## src/hw/rtl/pfg_pkg.sv

```systemverilog
// ----------------------------------------------------------------------------
// Particle force generator package
// Shared widths, stage counts, codes and pipeline payload types.
// ----------------------------------------------------------------------------
package pfg_pkg;

    // Difference vector components are 33-bit two's complement.
    localparam int DW        = 33;
    // Vector length (floor square root of a 66-bit sum of squares).
    localparam int LW        = 34;
    // Radicand, padded to an even number of bits.
    localparam int RADW      = 68;
    // Partial remainder of the square root recurrence.
    localparam int REMW      = 36;
    localparam int SQ_STEPS  = LW;
    // Divider operands and quotient (one integer bit plus 32 fraction bits).
    localparam int NW        = 34;
    localparam int QW        = 33;
    localparam int DIV_STEPS = QW;
    // Magnitude stages that run beside the divider, and the delay that
    // lines their result up with the quotients.
    localparam int M_STAGES  = 5;
    localparam int DLY       = DIV_STEPS - M_STAGES;

    localparam logic [32:0] MAG_CAP = 33'h1_0000_0000;
    localparam logic [31:0] POS_MAX = 32'h7FFF_FFFF;
    localparam logic [31:0] NEG_MIN = 32'h8000_0000;

    typedef enum logic [1:0] {
        OP_DRAG     = 2'd0,
        OP_SPRING   = 2'd1,
        OP_BUNGEE   = 2'd2,
        OP_BUOYANCY = 2'd3
    } op_t;

    typedef enum logic [2:0] {
        CFG_DRAG_LINEAR      = 3'd0,
        CFG_DRAG_QUADRATIC   = 3'd1,
        CFG_SPRING_STIFFNESS = 3'd2,
        CFG_REST_LENGTH      = 3'd3,
        CFG_HALF_HEIGHT      = 3'd4,
        CFG_OBJECT_VOLUME    = 3'd5,
        CFG_SURFACE_LEVEL    = 3'd6,
        CFG_FLUID_DENSITY    = 3'd7
    } cfg_index_t;

    // Payload that travels with an item up to the end of the square root.
    typedef struct packed {
        logic          valid;
        op_t           op;
        logic [DW-1:0] dx;
        logic [DW-1:0] dy;
        logic [DW-1:0] dz;
        logic          dry;
        logic          sunk;
        logic [31:0]   num;
    } side_t;

    // Flags carried through the magnitude stages.
    typedef struct packed {
        logic       valid;
        op_t        op;
        logic [2:0] dneg;
        logic       dry;
        logic       sunk;
        logic       len_zero;
        logic       slack;
        logic       epos;
    } flags_t;

    // Force magnitude and control, waiting for the direction quotients.
    typedef struct packed {
        logic        valid;
        op_t         op;
        logic [2:0]  dneg;
        logic        applied;
        logic        zero_force;
        logic        neg_m;
        logic [32:0] mm;
        logic        sunk;
        logic [45:0] p;
    } mag_t;

endpackage

```

## src/hw/rtl/pfg_div.sv

```systemverilog
// ----------------------------------------------------------------------------
// Pipelined fraction divider
// Computes floor(num * 2^32 / den) for num <= den, one quotient bit a stage.
// ----------------------------------------------------------------------------
module pfg_div import pfg_pkg::*; (
    input  logic          aclk,
    input  logic          en,
    input  logic [NW-1:0] num_in,
    input  logic [NW-1:0] den_in,
    output logic [QW-1:0] quo_out
);

    logic [NW-1:0] rem_reg [0:DIV_STEPS-1];
    logic [NW-1:0] den_reg [0:DIV_STEPS-1];
    logic [QW-1:0] quo_reg [0:DIV_STEPS-1];

    logic ge0;

    assign ge0 = (num_in >= den_in);

    // The first stage yields the integer bit, which is one only when num equals den.
    always_ff @(posedge aclk) begin
        if (en) begin
            rem_reg[0] <= ge0 ? NW'(num_in - den_in) : num_in;
            den_reg[0] <= den_in;
            quo_reg[0] <= {{(QW-1){1'b0}}, ge0};
        end
    end

    for (genvar g = 1; g < DIV_STEPS; g++) begin : g_step
        logic [NW:0] rt;
        logic        ge;

        always_comb begin
            rt = {rem_reg[g-1], 1'b0};
            ge = (rt >= {1'b0, den_reg[g-1]});
        end

        always_ff @(posedge aclk) begin
            if (en) begin
                rem_reg[g] <= ge ? NW'(rt - {1'b0, den_reg[g-1]}) : NW'(rt);
                den_reg[g] <= den_reg[g-1];
                quo_reg[g] <= {quo_reg[g-1][QW-2:0], ge};
            end
        end
    end

    assign quo_out = quo_reg[DIV_STEPS-1];

endmodule

```

## config.mk

```make
export PLATFORM = sky130hd
export DESIGN_NAME = pfg_div
export DESIGN_NICKNAME = d
export VERILOG_FILES = /design/src/hw/rtl/pfg_pkg.sv /design/src/hw/rtl/pfg_div.sv
export SDC_FILE = /design/constraint.sdc
export NUM_CORES = 2
export LEC_CHECK = 0
export BUFFER_PORTS_ARGS = -buffer_cell sky130_fd_sc_hd__buf_2
export CELL_PAD_IN_SITES_DETAIL_PLACEMENT = 0
export CELL_PAD_IN_SITES_GLOBAL_PLACEMENT = 1
export CORE_MARGIN = 1
export CORE_UTILIZATION = 30
export CTS_CLUSTER_DIAMETER = 30
export CTS_CLUSTER_SIZE = 28
export DETAILED_ROUTE_END_ITERATION = 10
export GPL_TIMING_DRIVEN = 0
export PLACE_DENSITY = 0.5
export SLEW_MARGIN = 20
export SYNTH_ARGS = -nofsm -noshare
export SYNTH_HDL_FRONTEND = slang
export SYNTH_SLANG_ARGS = --single-unit
```

## constraint.sdc

```tcl
create_clock -name aclk -period 4.1 [get_ports aclk]
set_input_delay 0.205 -clock aclk [delete_from_list [all_inputs] [get_ports aclk]]
set_output_delay 0.205 -clock aclk [all_outputs]
set_load 0.03 [all_outputs]
```

==> metrics.txt <==
H-tree depth 6; Place WS -1.008 ns; synthesis-stage register bit count 2737; number of synthesized flops with an enable pin 2737; Power, Total 172700 µW; Startpoint Class flop; first-pass GRT wire length 643.9 mm; sequential power share 0.274; Crit path max-delay family simple AND/OR/NAND/NOR gates; largest family of logic cells by synthesized area compound AO/OA/AOI/OAI gates; Worst-Skew Late Latency 1.06 ns; Die H 715.9 µm; peak supply drop 0.5227 mV; worst path arrival time 4.82 ns; achievable frequency 247.4 MHz; worst min path class in -> reg; post-synthesis adder-cell area fraction 0.09593; Slew @ Worst Pin 1.147 ns; worst setup path class reg -> reg; Tcrit/Tclk final 0.9858; Leak 0.07761 µW; Cell Count Post-Placement 20100; crit path cell chain ha_1 > inv_1 > nor4_2 > nand4_1 > nor4_1 > or3_1 > a211oi_1 > o2bb2ai_4 > buf_6 > mux2_2; Sw Ratio 0.3590; CP bufs+invs 2; Post-DP HPWL 323.4 mm; Compound-Gate Fraction of Synth Area 0.1441; total CTS buffers 696; Cell Pwr Density 907.2 mW/mm²; Critical-path top delay cell nor4_1; worst rel slew slack 0.2288; largest net degree at the start of global routing 143; Final Hold Viols 0; Avg WL per Cell 19.76 µm; Most used DFF post-synth edfxtp_1; number of antenna violations at the first check in global routing 12; peak fanout along the critical path 10; Clock Power Share 0.327; final setup fails 0; Synth Area in XOR/XNOR 0.05414; fin nets 15490; Initial Utilization 0.3019; fraction of layout cells with a size suffix above 1 0.1524; clock root buffer clkbuf_16; Max Slew Vio Count 0; die area 0.5125 mm²; net count after synthesis 14490; Max-cap violations 0; routability cong. 0.8148; DRC violation count after routing 0; All-Layer GR Usage 0.1623; post-synthesis async set-or-reset flop share 0; IO Port Bufs 102; chip width 715.9 µm; TritonCTS clock tree built; Core Box Area 0.5065 mm²; Synth Instances 13260; outcome finished clean; I/O pins 103; TritonRoute pass-1 iters 6; Mapped Area 0.1529 mm²; 1st-iter DRT viols 6332; Req. time, crit path 4.88 ns; DR vias/cell 4.786; Gate power share 0.399; clock buffer depth 4; clk slew on worst S/H paths 0.04 ns; number of global-route vias before repair 104300; Vias 103300; net load switching power 62010 µW; DRT Wirelength 426.2 mm; Worst setup EP type flop; number of distinct library cells after synthesis 100; Layout area overhead 24.54%; Post-DRT Antenna Nets 0; Min Clock Period, post-route 4.042 ns; Overflow after GRT 0; sequential share of the synthesized area 0.5376; Simple-Gate Fraction of Synth Area 0.08456; Pint 110700 µW; Layout Cells excl Fill 21570; mux contribution to synthesized area 0.04201; Yosys top cell area share 0.5376; Critical Path Max Stage Delay 0.72 ns; Avg Cell Area, Syn 11.53 µm²; Final Worst Setup Slack 0.05835 ns; row cnt 261; largest cells by area after synthesis edfxtp_1 (54%), ha_1 (9.2%), a21oi_1 (4.1%), mux2_2 (3.8%), inv_1 (3.4%); Synth area leader edfxtp_1; Synth Warn # 0; Worst Clk Skew 0.06128 ns; Sink Count 2737
==> cells in the final DEF, fill, tap and decap left out, types with 120 or more instances in the layout <==
cell type      instances
edfxtp_1            2737
inv_1               1377
a21oi_1             1211
ha_1                1119
nor2_1               875
clkbuf_16            704
nand2_1              682
a21o_1               636
o21ai_0              598
xnor2_1              588
mux2_2               522
xor2_1               357
clkbuf_1             221
nand4_1              193
nor2b_1              170
nand3_1              167
o21a_1               146
o21bai_1             138
dlygate4sd3_1        132
buf_2                129
clkinv_2             125
nand2b_1             122
nor3_1               122
bufinv_16            120
==> cells by family (layout without fill, tap and decap cells) <==
group                    Yosys count  count (layout)
AND/OR/NAND/NOR                 2712            2712
buffers and inverters           1666            3267
other                              0               4
multiplexers                     563             563
AO/OA/AOI/OAI                   3487            3487
adder cells (fa/ha/maj)         1153            1153
XOR/XNOR                         945             945
flip-flops                      2737            2737
==> worst min-delay path: stages <==
cell and delay (ns):
dlygate4sd3_1 0.51, buf_2 0.12, a211oi_1 0.05, nor3_1 0.13
==> through the flow <==
stage	cell area (µm²)	hold slack (ns)	utilization	TNS (ns)
5_1_grt	190400	0.06499	0.3759	-0.04964
3_5_place_dp	162500	0.4005	0.3208	-546.69
6_report	190400	0.1205	0.3759	0
2_1_floorplan	152900	0.3039	-	0
4_1_cts	189300	0.008307	0.3737	0
3_3_place_gp	161800	0.3989	0.3194	-
==> cell usage after synthesis (171+ instances only) <==
cell and n:
nand2_1 684, edfxtp_1 2737, clkbuf_1 210, inv_1 1377
nor2b_1 171, xnor2_1 588, xor2_1 357, nand4_1 193
mux2_2 522, a21o_1 638, ha_1 1121, o21ai_0 626
nor2_1 881, a21oi_1 1260
==> power groups by stage <==
stage	sequential, µW	combinational [µW]	clock [µW]
after global placement	50100	66200	0
after global routing	48200	76800	59400
final	47300	68900	56500
after detailed placement	48100	66900	0
after floorplan	44500	49500	0
after CTS	47800	68400	57900
==> worst paths after layout <==
| path | slack [ns] | cells after the start | start | endpoint |
|---|---|---|---|---|
| hold / removal | 0.12 | 4 | num_in[33] | rem_reg[0][33]$_DFFE_PP_ |
| setup / recovery | 0.06 | 10 | rem_reg[0][797]$_DFFE_PP_ | rem_reg[0][845]$_DFFE_PP_ |
| hold reg to reg | 0.37 | 0 | quo_reg[0][405]$_DFFE_PP_ | quo_reg[0][439]$_DFFE_PP_ |
| setup reg to reg | 0.06 | 10 | rem_reg[0][797]$_DFFE_PP_ | rem_reg[0][845]$_DFFE_PP_ |
==> cell type report <==
cell class,instances,area [µm²]
Multi-Input combinational cell,8860,65500
Buffer,281,1476
Fill cell,49650,316100
Sequential cell,2737,82190
Timing Repair Buffer,316,3045
Antenna cell,4,10.01
Tap cell,6706,8391
Clock buffer,778,17850
Inverter,1378,5172
Clock inverter,514,6774
==> what timing repair did <==
item / in CTS / in global routing
setup buffers: 18 / 35
endpoints found under the setup margin: 994 / 1086
pin swaps: 15 / 33
resized for setup: 207 / 231
cloned: 0 / 2
endpoints found under the hold margin: 157 / 0
hold buffers: 135 / 0
==> layer usage <==
| metal | vias to the layer above | global-route usage | routed length (µm) |
|---|---|---|---|
| li1 | 51120 | - | - |
| met1 | 49980 | 0.2164 | 196200 |
| met2 | 1586 | 0.2788 | 207200 |
| met3 | 564 | 0.02243 | 14980 |
| met4 | 0 | 0.03666 | 7838 |
| met5 | - | 0 | 0 |
Power figures use the tool's default switching activity.
